--- src/rtl/core/rgbf_pkg.sv ---
// rgbf_pkg: shared types, register codes and per-channel step functions
// for the RGB fade engine. No dependencies.
package rgbf_pkg;

    localparam int CHAN_W     = 8;
    localparam int NUM_CHAN   = 3;
    localparam int COLOR_W    = CHAN_W * NUM_CHAN;
    localparam int STEP_W     = 9;
    localparam int LAPSE_W    = 14;
    localparam int REPEAT_W   = 16;
    localparam int CFG_IDX_W  = 3;
    localparam int CFG_DATA_W = COLOR_W;

    localparam int CH_RED   = 2;
    localparam int CH_GREEN = 1;
    localparam int CH_BLUE  = 0;

    typedef enum logic [CFG_IDX_W-1:0] {
        REG_RELATIVE_MODE  = 3'd0,
        REG_START_COLOR    = 3'd1,
        REG_TARGET_COLOR   = 3'd2,
        REG_REL_STEP_RED   = 3'd3,
        REG_REL_STEP_GREEN = 3'd4,
        REG_REL_STEP_BLUE  = 3'd5,
        REG_LAPSE_TICKS    = 3'd6,
        REG_REPEAT_COUNT   = 3'd7
    } t_reg_idx;

    typedef logic [NUM_CHAN-1:0][CHAN_W-1:0] t_rgb;
    typedef logic [NUM_CHAN-1:0][STEP_W-1:0] t_rgb_step;

    typedef struct packed {
        logic                relative_mode;
        t_rgb                start_color;
        t_rgb                target_color;
        t_rgb_step           rel_step;
        logic [LAPSE_W-1:0]  lapse_ticks;
        logic [REPEAT_W-1:0] repeat_count;
    } t_cfg;

    typedef struct packed {
        logic load_start;
        logic load_lapse;
        logic load_repeat;
    } t_cfg_wr;

    typedef struct packed {
        t_rgb color;
        logic updated;
        logic done_res;
    } t_result;

    function automatic logic [CHAN_W-1:0] abs_step(
        input logic [CHAN_W-1:0] from,
        input logic [CHAN_W-1:0] to,
        input logic [CHAN_W-1:0] cur
    );
        logic [CHAN_W-1:0] v;
        if (to > from) begin
            v = (cur >= to) ? to : cur + CHAN_W'(1);
        end else if (to < from) begin
            v = (cur <= to) ? to : cur - CHAN_W'(1);
        end else begin
            v = cur;
        end
        return v;
    endfunction

    function automatic logic [CHAN_W-1:0] rel_step(
        input logic [CHAN_W-1:0] cur,
        input logic [STEP_W-1:0] step
    );
        logic signed [CHAN_W+1:0] v;
        v = $signed({2'b00, cur}) + $signed({step[STEP_W-1], step});
        return v[CHAN_W+1] ? '0 : v[CHAN_W-1:0];
    endfunction

endpackage

--- src/rtl/core/rgbf_cfg_regs.sv ---
// rgbf_cfg_regs: configuration register file with reload strobes.
// Depends on rgbf_pkg.
module rgbf_cfg_regs (
    input  logic                             i_clk,
    input  logic                             i_rst_n,
    input  logic                             i_cfg_valid,
    input  logic [rgbf_pkg::CFG_IDX_W-1:0]   i_cfg_index,
    input  logic [rgbf_pkg::CFG_DATA_W-1:0]  i_cfg_data,
    output rgbf_pkg::t_cfg                   o_cfg,
    output rgbf_pkg::t_cfg_wr                o_cfg_wr
);

    rgbf_pkg::t_cfg   r_cfg;
    rgbf_pkg::t_cfg   n_cfg;
    rgbf_pkg::t_cfg_wr n_wr;

    always_comb begin
        n_cfg = r_cfg;
        n_wr  = '0;
        if (i_cfg_valid) begin
            case (rgbf_pkg::t_reg_idx'(i_cfg_index))
                rgbf_pkg::REG_RELATIVE_MODE: begin
                    n_cfg.relative_mode = i_cfg_data[0];
                end
                rgbf_pkg::REG_START_COLOR: begin
                    n_cfg.start_color = i_cfg_data[rgbf_pkg::COLOR_W-1:0];
                    n_wr.load_start   = 1'b1;
                end
                rgbf_pkg::REG_TARGET_COLOR: begin
                    n_cfg.target_color = i_cfg_data[rgbf_pkg::COLOR_W-1:0];
                end
                rgbf_pkg::REG_REL_STEP_RED: begin
                    n_cfg.rel_step[rgbf_pkg::CH_RED] = i_cfg_data[rgbf_pkg::STEP_W-1:0];
                end
                rgbf_pkg::REG_REL_STEP_GREEN: begin
                    n_cfg.rel_step[rgbf_pkg::CH_GREEN] = i_cfg_data[rgbf_pkg::STEP_W-1:0];
                end
                rgbf_pkg::REG_REL_STEP_BLUE: begin
                    n_cfg.rel_step[rgbf_pkg::CH_BLUE] = i_cfg_data[rgbf_pkg::STEP_W-1:0];
                end
                rgbf_pkg::REG_LAPSE_TICKS: begin
                    n_cfg.lapse_ticks = i_cfg_data[rgbf_pkg::LAPSE_W-1:0];
                    n_wr.load_lapse   = 1'b1;
                end
                rgbf_pkg::REG_REPEAT_COUNT: begin
                    n_cfg.repeat_count = i_cfg_data[rgbf_pkg::REPEAT_W-1:0];
                    n_wr.load_repeat   = 1'b1;
                end
                default: begin
                    n_cfg = r_cfg;
                end
            endcase
        end
    end

    always_ff @(posedge i_clk) begin
        if (!i_rst_n) begin
            r_cfg <= '0;
        end else begin
            r_cfg <= n_cfg;
        end
    end

    assign o_cfg    = n_wr.load_start ? r_cfg : r_cfg;
    assign o_cfg_wr = n_wr;

endmodule

--- src/rtl/core/rgbf_engine.sv ---
// rgbf_engine: fade state (shown and working colour, prescaler, repeats)
// and the single-pass tick update. Depends on rgbf_pkg.
module rgbf_engine (
    input  logic                i_clk,
    input  logic                i_rst_n,
    input  rgbf_pkg::t_cfg      i_cfg,
    input  rgbf_pkg::t_cfg_wr   i_cfg_wr,
    input  logic [rgbf_pkg::CFG_DATA_W-1:0] i_cfg_data,
    input  logic                i_push,
    input  logic                i_tick,
    output rgbf_pkg::t_result   o_result
);

    rgbf_pkg::t_rgb                r_shown;
    rgbf_pkg::t_rgb                r_working;
    logic [rgbf_pkg::LAPSE_W-1:0]  r_lapse;
    logic [rgbf_pkg::REPEAT_W-1:0] r_repeats;
    logic                          r_pass_done;

    rgbf_pkg::t_rgb                n_shown;
    rgbf_pkg::t_rgb                n_working;
    logic [rgbf_pkg::LAPSE_W-1:0]  n_lapse;
    logic [rgbf_pkg::REPEAT_W-1:0] n_repeats;
    logic                          n_pass_done;

    rgbf_pkg::t_rgb abs_next;
    rgbf_pkg::t_rgb rel_next;
    logic           arrived;
    logic           upd;

    always_comb begin
        for (int ch = 0; ch < rgbf_pkg::NUM_CHAN; ch++) begin
            abs_next[ch] = rgbf_pkg::abs_step(i_cfg.start_color[ch],
                                              i_cfg.target_color[ch], r_working[ch]);
            rel_next[ch] = rgbf_pkg::rel_step(r_shown[ch], i_cfg.rel_step[ch]);
        end
    end

    assign arrived = (abs_next == i_cfg.target_color);
    assign upd     = i_tick && (r_repeats != '0) && (r_lapse == '0);

    always_comb begin
        n_shown     = r_shown;
        n_working   = r_working;
        n_lapse     = r_lapse;
        n_repeats   = r_repeats;
        n_pass_done = r_pass_done;
        if (i_push && i_tick && (r_repeats != '0)) begin
            if (r_lapse == '0) begin
                n_lapse = i_cfg.lapse_ticks;
                if (r_pass_done) begin
                    n_repeats   = r_repeats - rgbf_pkg::REPEAT_W'(1);
                    n_pass_done = 1'b0;
                end
                if (i_cfg.relative_mode) begin
                    n_shown     = rel_next;
                    n_pass_done = 1'b1;
                end else begin
                    n_shown = abs_next;
                    if (arrived) begin
                        n_working   = i_cfg.start_color;
                        n_pass_done = 1'b1;
                    end else begin
                        n_working = abs_next;
                    end
                end
            end else begin
                n_lapse = r_lapse - rgbf_pkg::LAPSE_W'(1);
            end
        end
        if (i_cfg_wr.load_start) begin
            n_working = i_cfg_data[rgbf_pkg::COLOR_W-1:0];
        end
        if (i_cfg_wr.load_lapse) begin
            n_lapse = i_cfg_data[rgbf_pkg::LAPSE_W-1:0];
        end
        if (i_cfg_wr.load_repeat) begin
            n_repeats   = i_cfg_data[rgbf_pkg::REPEAT_W-1:0];
            n_pass_done = 1'b0;
        end
    end

    always_ff @(posedge i_clk) begin
        if (!i_rst_n) begin
            r_shown     <= '0;
            r_working   <= '0;
            r_lapse     <= '0;
            r_repeats   <= '0;
            r_pass_done <= 1'b0;
        end else begin
            r_shown     <= n_shown;
            r_working   <= n_working;
            r_lapse     <= n_lapse;
            r_repeats   <= n_repeats;
            r_pass_done <= n_pass_done;
        end
    end

    assign o_result.color    = n_shown;
    assign o_result.updated  = upd;
    assign o_result.done_res = (n_repeats == '0);

    a_lapse_reload: assert property (@(posedge i_clk) disable iff (!i_rst_n)
        (i_push && upd && !i_cfg_wr.load_lapse) |=> (r_lapse == $past(i_cfg.lapse_ticks)))
        else $error("lapse counter not reloaded after update");

    a_repeats_monotonic: assert property (@(posedge i_clk) disable iff (!i_rst_n)
        !i_cfg_wr.load_repeat |=> (r_repeats <= $past(r_repeats)))
        else $error("repeat counter grew without a load");

    a_no_update_when_done: assert property (@(posedge i_clk) disable iff (!i_rst_n)
        (r_repeats == '0) |-> !upd)
        else $error("update while repeats exhausted");

endmodule

--- src/rtl/core/rgbf_out_buf.sv ---
// rgbf_out_buf: two-entry output register with skid stage.
// Depends on rgbf_pkg.
module rgbf_out_buf (
    input  logic              i_clk,
    input  logic              i_rst_n,
    input  logic              i_push,
    input  rgbf_pkg::t_result i_data,
    output logic              o_full,
    output logic              o_valid,
    input  logic              i_stall,
    output rgbf_pkg::t_result o_data
);

    rgbf_pkg::t_result r_main;
    rgbf_pkg::t_result r_skid;
    logic              r_main_v;
    logic              r_skid_v;
    logic              pop;

    assign pop = r_main_v && !i_stall;

    always_ff @(posedge i_clk) begin
        if (!i_rst_n) begin
            r_main_v <= 1'b0;
            r_skid_v <= 1'b0;
        end else begin
            if (pop) begin
                if (r_skid_v) begin
                    r_main   <= r_skid;
                    r_skid_v <= 1'b0;
                end else begin
                    r_main   <= i_data;
                    r_main_v <= i_push;
                end
            end else if (!r_main_v) begin
                r_main   <= i_data;
                r_main_v <= i_push;
            end else if (i_push) begin
                r_skid   <= i_data;
                r_skid_v <= 1'b1;
            end
        end
    end

    assign o_full  = r_skid_v;
    assign o_valid = r_main_v;
    assign o_data  = r_main;

    a_skid_needs_main: assert property (@(posedge i_clk) disable iff (!i_rst_n)
        r_skid_v |-> r_main_v)
        else $error("skid entry without main entry");

    a_skid_fill: assert property (@(posedge i_clk) disable iff (!i_rst_n)
        (i_push && r_main_v && i_stall) |=> r_skid_v)
        else $error("transfer lost while output stalled");

    a_skid_order: assert property (@(posedge i_clk) disable iff (!i_rst_n)
        (r_skid_v && !i_stall) |=> (r_main == $past(r_skid)))
        else $error("skid entry not advanced to output");

endmodule

--- src/rtl/core/rgb_fade_engine_core.sv ---
// RGB fade engine, top level. One tick transfer is taken per clock: the
// fade state updates at the edge the tick is accepted and the result
// (shown colour, updated, done) is registered in the output register, or in
// the one-entry skid stage behind it while the output is stalled, so a tick
// is taken every cycle as long as the output side keeps pace; input stall
// rises only when both output entries hold results.
// Configuration writes are always accepted (ready always high).
// Depends on rgbf_pkg, rgbf_cfg_regs, rgbf_engine, rgbf_out_buf.
module rgb_fade_engine_core (
    input  logic                             i_clk,
    input  logic                             i_rst_n,
    input  logic                             i_tick_valid,
    output logic                             o_tick_stall,
    input  logic                             i_tick,
    output logic                             o_res_valid,
    input  logic                             i_res_stall,
    output logic [rgbf_pkg::CHAN_W-1:0]      o_red,
    output logic [rgbf_pkg::CHAN_W-1:0]      o_green,
    output logic [rgbf_pkg::CHAN_W-1:0]      o_blue,
    output logic                             o_updated,
    output logic                             o_done_res,
    input  logic                             i_cfg_valid,
    output logic                             o_cfg_ready,
    input  logic [rgbf_pkg::CFG_IDX_W-1:0]   i_cfg_index,
    input  logic [rgbf_pkg::CFG_DATA_W-1:0]  i_cfg_data
);

    rgbf_pkg::t_cfg    cfg;
    rgbf_pkg::t_cfg_wr cfg_wr;
    rgbf_pkg::t_result eng_res;
    rgbf_pkg::t_result out_res;
    logic              buf_full;
    logic              push;

    assign o_cfg_ready  = 1'b1;
    assign o_tick_stall = buf_full;
    assign push         = i_tick_valid && !buf_full;

    rgbf_cfg_regs u_cfg (
        .i_clk       (i_clk),
        .i_rst_n     (i_rst_n),
        .i_cfg_valid (i_cfg_valid),
        .i_cfg_index (i_cfg_index),
        .i_cfg_data  (i_cfg_data),
        .o_cfg       (cfg),
        .o_cfg_wr    (cfg_wr)
    );

    rgbf_engine u_eng (
        .i_clk      (i_clk),
        .i_rst_n    (i_rst_n),
        .i_cfg      (cfg),
        .i_cfg_wr   (cfg_wr),
        .i_cfg_data (i_cfg_data),
        .i_push     (push),
        .i_tick     (i_tick),
        .o_result   (eng_res)
    );

    rgbf_out_buf u_obuf (
        .i_clk   (i_clk),
        .i_rst_n (i_rst_n),
        .i_push  (push),
        .i_data  (eng_res),
        .o_full  (buf_full),
        .o_valid (o_res_valid),
        .i_stall (i_res_stall),
        .o_data  (out_res)
    );

    assign o_red      = out_res.color[rgbf_pkg::CH_RED];
    assign o_green    = out_res.color[rgbf_pkg::CH_GREEN];
    assign o_blue     = out_res.color[rgbf_pkg::CH_BLUE];
    assign o_updated  = out_res.updated;
    assign o_done_res = out_res.done_res;

endmodule
--- config.mk ---
export PLATFORM = sky130hd
export DESIGN_NAME = rgb_fade_engine_core
export DESIGN_NICKNAME = d
export VERILOG_FILES = /design/src/rtl/core/rgbf_pkg.sv /design/src/rtl/core/rgbf_cfg_regs.sv /design/src/rtl/core/rgbf_engine.sv /design/src/rtl/core/rgbf_out_buf.sv /design/src/rtl/core/rgb_fade_engine_core.sv
export SDC_FILE = /design/constraint.sdc
export NUM_CORES = 1
export LEC_CHECK = 0
export BUFFER_PORTS_ARGS = -buffer_cell sky130_fd_sc_hd__buf_2
export CAP_MARGIN = 0
export CORE_ASPECT_RATIO = 0.8
export CORE_MARGIN = 2
export CORE_UTILIZATION = 68
export CTS_CLUSTER_SIZE = 24
export DETAILED_ROUTE_END_ITERATION = 10
export PLACE_DENSITY = 0.91
export SYNTH_ARGS = -nofsm -noshare
export SYNTH_HDL_FRONTEND = slang
export SYNTH_SLANG_ARGS = --single-unit
--- constraint.sdc ---
create_clock -name i_clk -period 11.5 [get_ports i_clk]
set_clock_uncertainty 0.2 [all_clocks]
set_input_delay 1.725 -clock i_clk [delete_from_list [all_inputs] [get_ports i_clk]]
set_output_delay 1.725 -clock i_clk [all_outputs]
set_load 0.005 [all_outputs]
=== Yosys cells after proc, flatten, opt, wreduce, memory -nomap -nowiden ===
Index checks and enable logic that the tools add are counted.

* Reduce and logical (&&, ||, !) cells: 29
* Equal/unequal tests: 11
* $add $sub $neg: 11
* Order comparisons: 12
* Bitwise logic cells: 2
* Mux-type cells: 42

{| class="wikitable"
|+ Operator list
! cell !! number
|-
| 24-bit 2-to-1 mux || 8
|-
| 8-bit 2-to-1 mux || 15
|-
| 26-bit 2-to-1 mux || 3
|-
| 16-bit 2-to-1 mux || 4
|-
| 14-bit 2-to-1 mux || 3
|-
| 9-bit by 9-bit adder with 10-bit output || 3
|-
| 8-bit by 1-bit adder with 8-bit output (second input constant) || 3
|-
| 24-bit == test || 1
|-
| 8-bit greater-or-equal comparator || 3
|-
| 8-bit > comparator || 3
|-
| 8-bit <= comparator || 3
|-
| 8-bit less-than comparator || 3
|-
| 8-bit by 1-bit subtractor with 8-bit output (second input constant) || 3
|-
| 2-bit AND reduction || 10
|-
| 16-bit logical NOT || 1
|-
| 16-bit nonzero test || 1
|-
| 16-bit by 1-bit subtractor with 16-bit output (second input constant) || 1
|-
| 14-bit logical NOT || 1
|-
| 14-bit by 1-bit subtractor with 14-bit output (second input constant) || 1
|-
| 3-bit == test (second input constant) || 4
|-
| 1-bit 2-to-1 mux || 8
|-
| 3-bit by 2-bit == test with 1-bit output (second input constant) || 2
|-
| 1-bit logical AND || 6
|-
| 2-bit != test (second input constant) || 3
|-
| other kinds (9) || 14
|}

* Word-level logic and storage cells: 139
* Input port bits: 33
* Output and inout port bits: 29
* Flip-flop bits (word level): 223

=== Logic depth before layout (Yosys ltp) ===
* Depth in word-level cells: 10
* Mapped depth: 17
* Depth with buffers taken out: 13

=== Hierarchy ===
Synthesis repeated with hierarchy kept, for this count alone.

* Cell total of the unflattened synthesis: 1841
* Area, all modules: 15635.0 µm²

{| class="wikitable"
|+ Modules (own cells, without submodules)
! module !! area each (µm²) !! sequential area each (µm²) !! cells each !! times used
|-
| rgbf_engine || 9638.0 || 1581.5 || 1369 || 1
|-
| rgbf_cfg_regs || 3910.0 || 2122.0 || 379 || 1
|-
| rgbf_out_buf || 2062.0 || 1601.5 || 90 || 1
|-
| rgb_fade_engine_core || 25.0 || 0.0 || 3 || 1
|}

=== Worst setup path after synthesis ===
OpenSTA, ideal clock, no wires.

* Kind: input-to-reg
* Start: input i_rst_n
* End: register u_obuf.r_main (netlist bit u_obuf.o_data[0]) (enable)
* Arrival time: 4186 ps
* Required time: 10851 ps
* Cell stages on the path: 3
* Setup time: 449 ps
* Setup slack: 6665 ps
* Path buffers: 2
* Path through: clkbuf_1 > clkbuf_1 > a21boi_0

* Word-level cells in the longest chain between the ends: 1

{| class="wikitable"
|+ Ends and longest elaborated chain
! item !! line !! source
|-
| start: declaration || rgb_fade_engine_core.sv:11 || <nowiki>input logic i_rst_n,</nowiki>
|-
| 2-bit AND reduction (no source line) || n/a ||
|-
| end signal: assignment || rgbf_out_buf.sv:29 || <nowiki>r_main <= r_skid;</nowiki>
|-
| end signal: assignment || rgbf_out_buf.sv:32 || <nowiki>r_main <= i_data;</nowiki>
|-
| end signal: assignment || rgbf_out_buf.sv:36 || <nowiki>r_main <= i_data;</nowiki>
|-
| end: declaration || rgbf_out_buf.sv:14 || <nowiki>rgbf_pkg::t_result r_main;</nowiki>
|}

No other way between the ends.
A chain may end at the register's enable or synchronous reset.

=== Worst setup path after layout ===
* Start: register u_cfg.r_cfg (netlist bit u_cfg.o_cfg[64])
* End: register u_eng.r_working[1] (netlist bit)

* Word-level cells in the longest chain between the ends: 10
* Elaborated cells on any way between the ends: 14
* Those cells by class: 4 x order compare; 1 x eq/ne; 9 x mux

{| class="wikitable"
|+ Ends and longest elaborated chain
! item !! line !! source
|-
| start: declaration || rgbf_cfg_regs.sv:13 || <nowiki>rgbf_pkg::t_cfg r_cfg;</nowiki>
|-
| start signal: assignment || rgbf_cfg_regs.sv:60 || <nowiki>r_cfg <= n_cfg;</nowiki>
|-
| 8-bit <= comparator || rgbf_pkg.sv:62 || <nowiki>v = (cur <= to) ? to : cur - CHAN_W'(1);</nowiki>
|-
| 8-bit 2-to-1 mux || rgbf_pkg.sv:62 ||
|-
| 8-bit 2-to-1 mux || rgbf_pkg.sv:61 || <nowiki>end else if (to < from) begin</nowiki>
|-
| 8-bit 2-to-1 mux || rgbf_pkg.sv:59 || <nowiki>if (to > from) begin</nowiki>
|-
| 24-bit == test || rgbf_engine.sv:39 || <nowiki>assign arrived = (abs_next == i_cfg.target_color);</nowiki>
|-
| 24-bit 2-to-1 mux (*) || rgbf_engine.sv:60 || <nowiki>if (arrived) begin</nowiki>
|-
| 24-bit 2-to-1 mux (*) || rgbf_engine.sv:55 || <nowiki>if (i_cfg.relative_mode) begin</nowiki>
|-
| 24-bit 2-to-1 mux (*) || rgbf_engine.sv:49 || <nowiki>if (r_lapse == '0) begin</nowiki>
|-
| 24-bit 2-to-1 mux (*) || rgbf_engine.sv:48 || <nowiki>if (i_push && i_tick && (r_repeats != '0)) begin</nowiki>
|-
| 24-bit 2-to-1 mux (*) || rgbf_engine.sv:71 || <nowiki>if (i_cfg_wr.load_start) begin</nowiki>
|-
| end signal: assignment || rgbf_engine.sv:92 || <nowiki>r_working <= n_working;</nowiki>
|-
| end: declaration || rgbf_engine.sv:15 || <nowiki>rgbf_pkg::t_rgb r_working;</nowiki>
|}

Mark *: on every way between the ends. The rest lies on a longest branch, timed or not. The select of a mux whose other input is x is not followed.

==> flow_summary.json <==
{
  "status": "finished, violations left",
  "violations": "DRC",
  "grt_pass1_vias": 13000,
  "clock-sinks": 223,
  "place_hpwl_um": 33100,
  "layout_common_cells": "nand2_1, dfxtp_1, a21oi_1",
  "r2r-end": "u_eng.r_working[1]$_SDFFE_PN0P_",
  "hp-start": "u_cfg.o_cfg[19]$_SDFFE_PN0P_",
  "synth_seq_cells": 223,
  "die_w_um": 167,
  "start_kind": "register",
  "power_density_nw_per_um2": 157,
  "die_h_um": 135,
  "synth-edff-count": 52,
  "nFillCells": 1517,
  "whs_path_depth": 2,
  "start_util": 0.697,
  "htree_levels": 1,
  "ys_types": 86,
  "end_kind": "register",
  "drive_gt1_frac": 0.0891,
  "overflow": 0,
  "min_period_over_period": 0.480,
  "hold_path.class": "reg2reg",
  "cp_max_fo": 33,
  "core-area_um2": 20800,
  "async_reset_ff_frac": 0,
  "dieArea_um2": 22500,
  "drc": 4,
  "post_cts_resized": 0,
  "wl_met2_um": 20000,
  "relSlewSlack": 0.194,
  "crit_buf_inv": 1,
  "top_layer": "met4",
  "critPathArrivalTime_ns": 5.72,
  "cpMaxStageDelayCell": "nand3_2",
  "wl_met3_um": 6320,
  "area_growth_syn_to_layout_pct": 7.38,
  "cp_top_family": "compound AO/OA/AOI/OAI gates",
  "ys_dominant_reg_cell": "dfxtp_1",
  "netlist_instances": 1812,
  "rr_worst_depth": 12,
  "synth.net_count": 1928,
  "ant_nets": 0,
  "cts_hold_buf": 0,
  "insertion_delay_ns": 0.53,
  "port-buffer-count": 60,
  "gp_routability_congestion": 0.996,
  "grt_max_degree": 90,
  "r2r_start": "u_cfg.o_cfg[64]$_SDFFE_PN0P_",
  "antenna_found_initial": 1,
  "path_class": "reg2reg",
  "vias": 14300,
  "synth-seq-area-share": 0.344,
  "vdd_drop_max_v": 0.000166,
  "fin_setup_tns_ns": 0,
  "layout.nets": 1921,
  "hold_end": "u_cfg.o_cfg[19]$_SDFFE_PN0P_",
  "met1_length_um": 18600,
  "setup_viol": 0,
  "rows": 47,
  "fin_crit_ns": 5.51,
  "post_cts_buffers": 0,
  "cts_tree": "built",
  "dr.pass1.iters": 11,
  "syn-cell-area_um2": 14500,
  "hold_viol": 0,
  "clk_pin_slew_ns": 0.06,
  "ioPinCount": 62,
  "avgSynthCellArea_um2": 8.00,
  "vias_per_cell": 6.85,
  "wirelength_um": 46900,
  "grt_pass1_wl_um": 72400,
  "cts-root-buf": "clkbuf_16",
  "fin_hold_ws_ns": 0.266,
  "final_common_cell": "nand2_1",
  "crit_chain": "inv_1 -> ha_1 -> and3_4 -> a221o_2 -> o21ai_2 -> o21ai_1 -> a221oi_1 -> nor2_1 -> a2111oi_1 -> nand3_2 -> and3_1 -> o41ai_1",
  "drv_cap": 0,
  "grtUsageTotal": 0.406,
  "clock_path_buffers": 3,
  "slew_viol_final": 0,
  "r2r_slack_ns": 5.99,
  "drt-wirelength-per-cell_um": 22.4,
  "rsz0062_at_grt": "no",
  "slowest_delay_ns": 0.82,
  "leakage_nw": 6.22,
  "cts_buffers": 23,
  "yosysWarnings": 0,
  "dr.first_iter.drc_count": 1847,
  "worstMarginPinSlew_ns": 1.21,
  "required_ns": 11.71,
  "fmax_mhz": 181
}
logic make-up after synthesis:
logic type	after synthesis	synth area share
buf+inv	192	0.0512
xor+xnor	59	0.0356
mux	40	0.0298
other cells	1	0.000259
fa+ha+maj	83	0.0732
flops	223	0.344
simple gates	673	0.217
compound gates	541	0.249
worst register-to-register path, delay by kind of cell, from the launching register on:
| family | cells | cell delay, ns |
|---|---|---|
| AO/OA/AOI/OAI | 6 | 2.55 |
| AND/OR/NAND/NOR | 4 | 1.66 |
| flip-flops | 1 | 0.48 |
| adder cells (fa/ha/maj) | 1 | 0.37 |
| buffers and inverters | 1 | 0.15 |
stage by stage:
stage / power (mW) / cells / util / instance area, um2 / worst slack [ns]
2_1_floorplan: 1.45 / 1812 / - / 14500 / 6.67
3_3_place_gp: 1.67 / 2049 / 0.713 / 14800 / 6.23
3_5_place_dp: 1.68 / 2049 / 0.713 / 14800 / 6.24
4_1_cts: 2.41 / 2087 / 0.748 / 15600 / 6.20
5_1_grt: 2.53 / 2087 / 0.748 / 15600 / 5.75
6_report: 2.45 / 2088 / 0.748 / 15600 / 5.99
power by group:
group | switching (mW) | internal (mW) | total [mW] | leakage (nW)
sequential | 0.0523 | 0.844 | 0.896 | 1.91
clock | 0.316 | 0.424 | 0.740 | 0.356
combinational | 0.542 | 0.270 | 0.812 | 3.95
total | 0.910 | 1.54 | 2.45 | 6.22
synth_stat cells, drive strengths merged, types with 23 or more instances:
| cell | count | area (um2) |
|---|---|---|
| nand2 | 305 | 1150 |
| dfxtp | 171 | 3420 |
| a21oi | 144 | 721 |
| nor2 | 112 | 420 |
| a21boi | 97 | 728 |
| clkbuf | 92 | 345 |
| o21ai | 92 | 472 |
| inv | 86 | 323 |
| ha | 80 | 1000 |
| edfxtp | 52 | 1560 |
| nand3 | 52 | 265 |
| xnor2 | 36 | 315 |
| nor3 | 34 | 170 |
| and2 | 33 | 206 |
| o211ai | 27 | 221 |
| a21o | 26 | 195 |
| mux2 | 25 | 282 |
| a31oi | 24 | 150 |
| xor2 | 23 | 201 |
registers in the layout, indices dropped and copies added, names as in the netlist:
signal,flops
u_obuf.o_data,26
u_eng.r_shown,24
u_eng.r_repeats,16
u_obuf.r_skid,26
u_eng.r_lapse,14
u_obuf.o_valid,1
u_obuf.o_full,1
u_eng.r_pass_done,1
u_cfg.o_cfg,90
u_eng.r_working,24
worst max-delay path by stage:
stage	slack [ns]	from	end	depth (start not counted)
2_1_floorplan	6.67	i_rst_n	u_obuf.o_data[0]$_DFFE_PP_	3
4_1_cts	6.20	u_cfg.o_cfg[64]$_SDFFE_PN0P_	u_eng.r_working[14]$_SDFFE_PN0P_	12
3_3_place_gp	6.23	u_cfg.o_cfg[92]$_SDFFE_PN0P_	u_eng.r_working[12]$_SDFFE_PN0P_	13
5_1_grt	5.75	u_eng.r_working[8]$_SDFFE_PN0P_	u_eng.r_working[19]$_SDFFE_PN0P_	13
6_report	5.99	u_cfg.o_cfg[64]$_SDFFE_PN0P_	u_eng.r_working[1]$_SDFFE_PN0P_	12
3_5_place_dp	6.24	u_cfg.o_cfg[64]$_SDFFE_PN0P_	u_eng.r_working[12]$_SDFFE_PN0P_	12
routing by layer:
metal	up-vias	GRT usage
li1	6473	-
met1	6721	0.574
met2	977	0.613
met3	131	0.0894
met4	0	0.152
met5	-	0
cell type report:
| class | instances | area, um2 | share of cell area |
|---|---|---|---|
| Multi-Input combinational cell | 1397 | 8790 | 0.565 |
| Tap cell | 269 | 337 | 0.0216 |
| Inverter | 86 | 323 | 0.0207 |
| Timing Repair Buffer | 74 | 408 | 0.0262 |
| Clock buffer | 33 | 664 | 0.0427 |
| Antenna cell | 1 | 2.50 | 0.000161 |
| Sequential cell | 223 | 4980 | 0.320 |
| Clock inverter | 5 | 61.3 | 0.00394 |
Note: power is estimated with default switching activity, not from simulation.
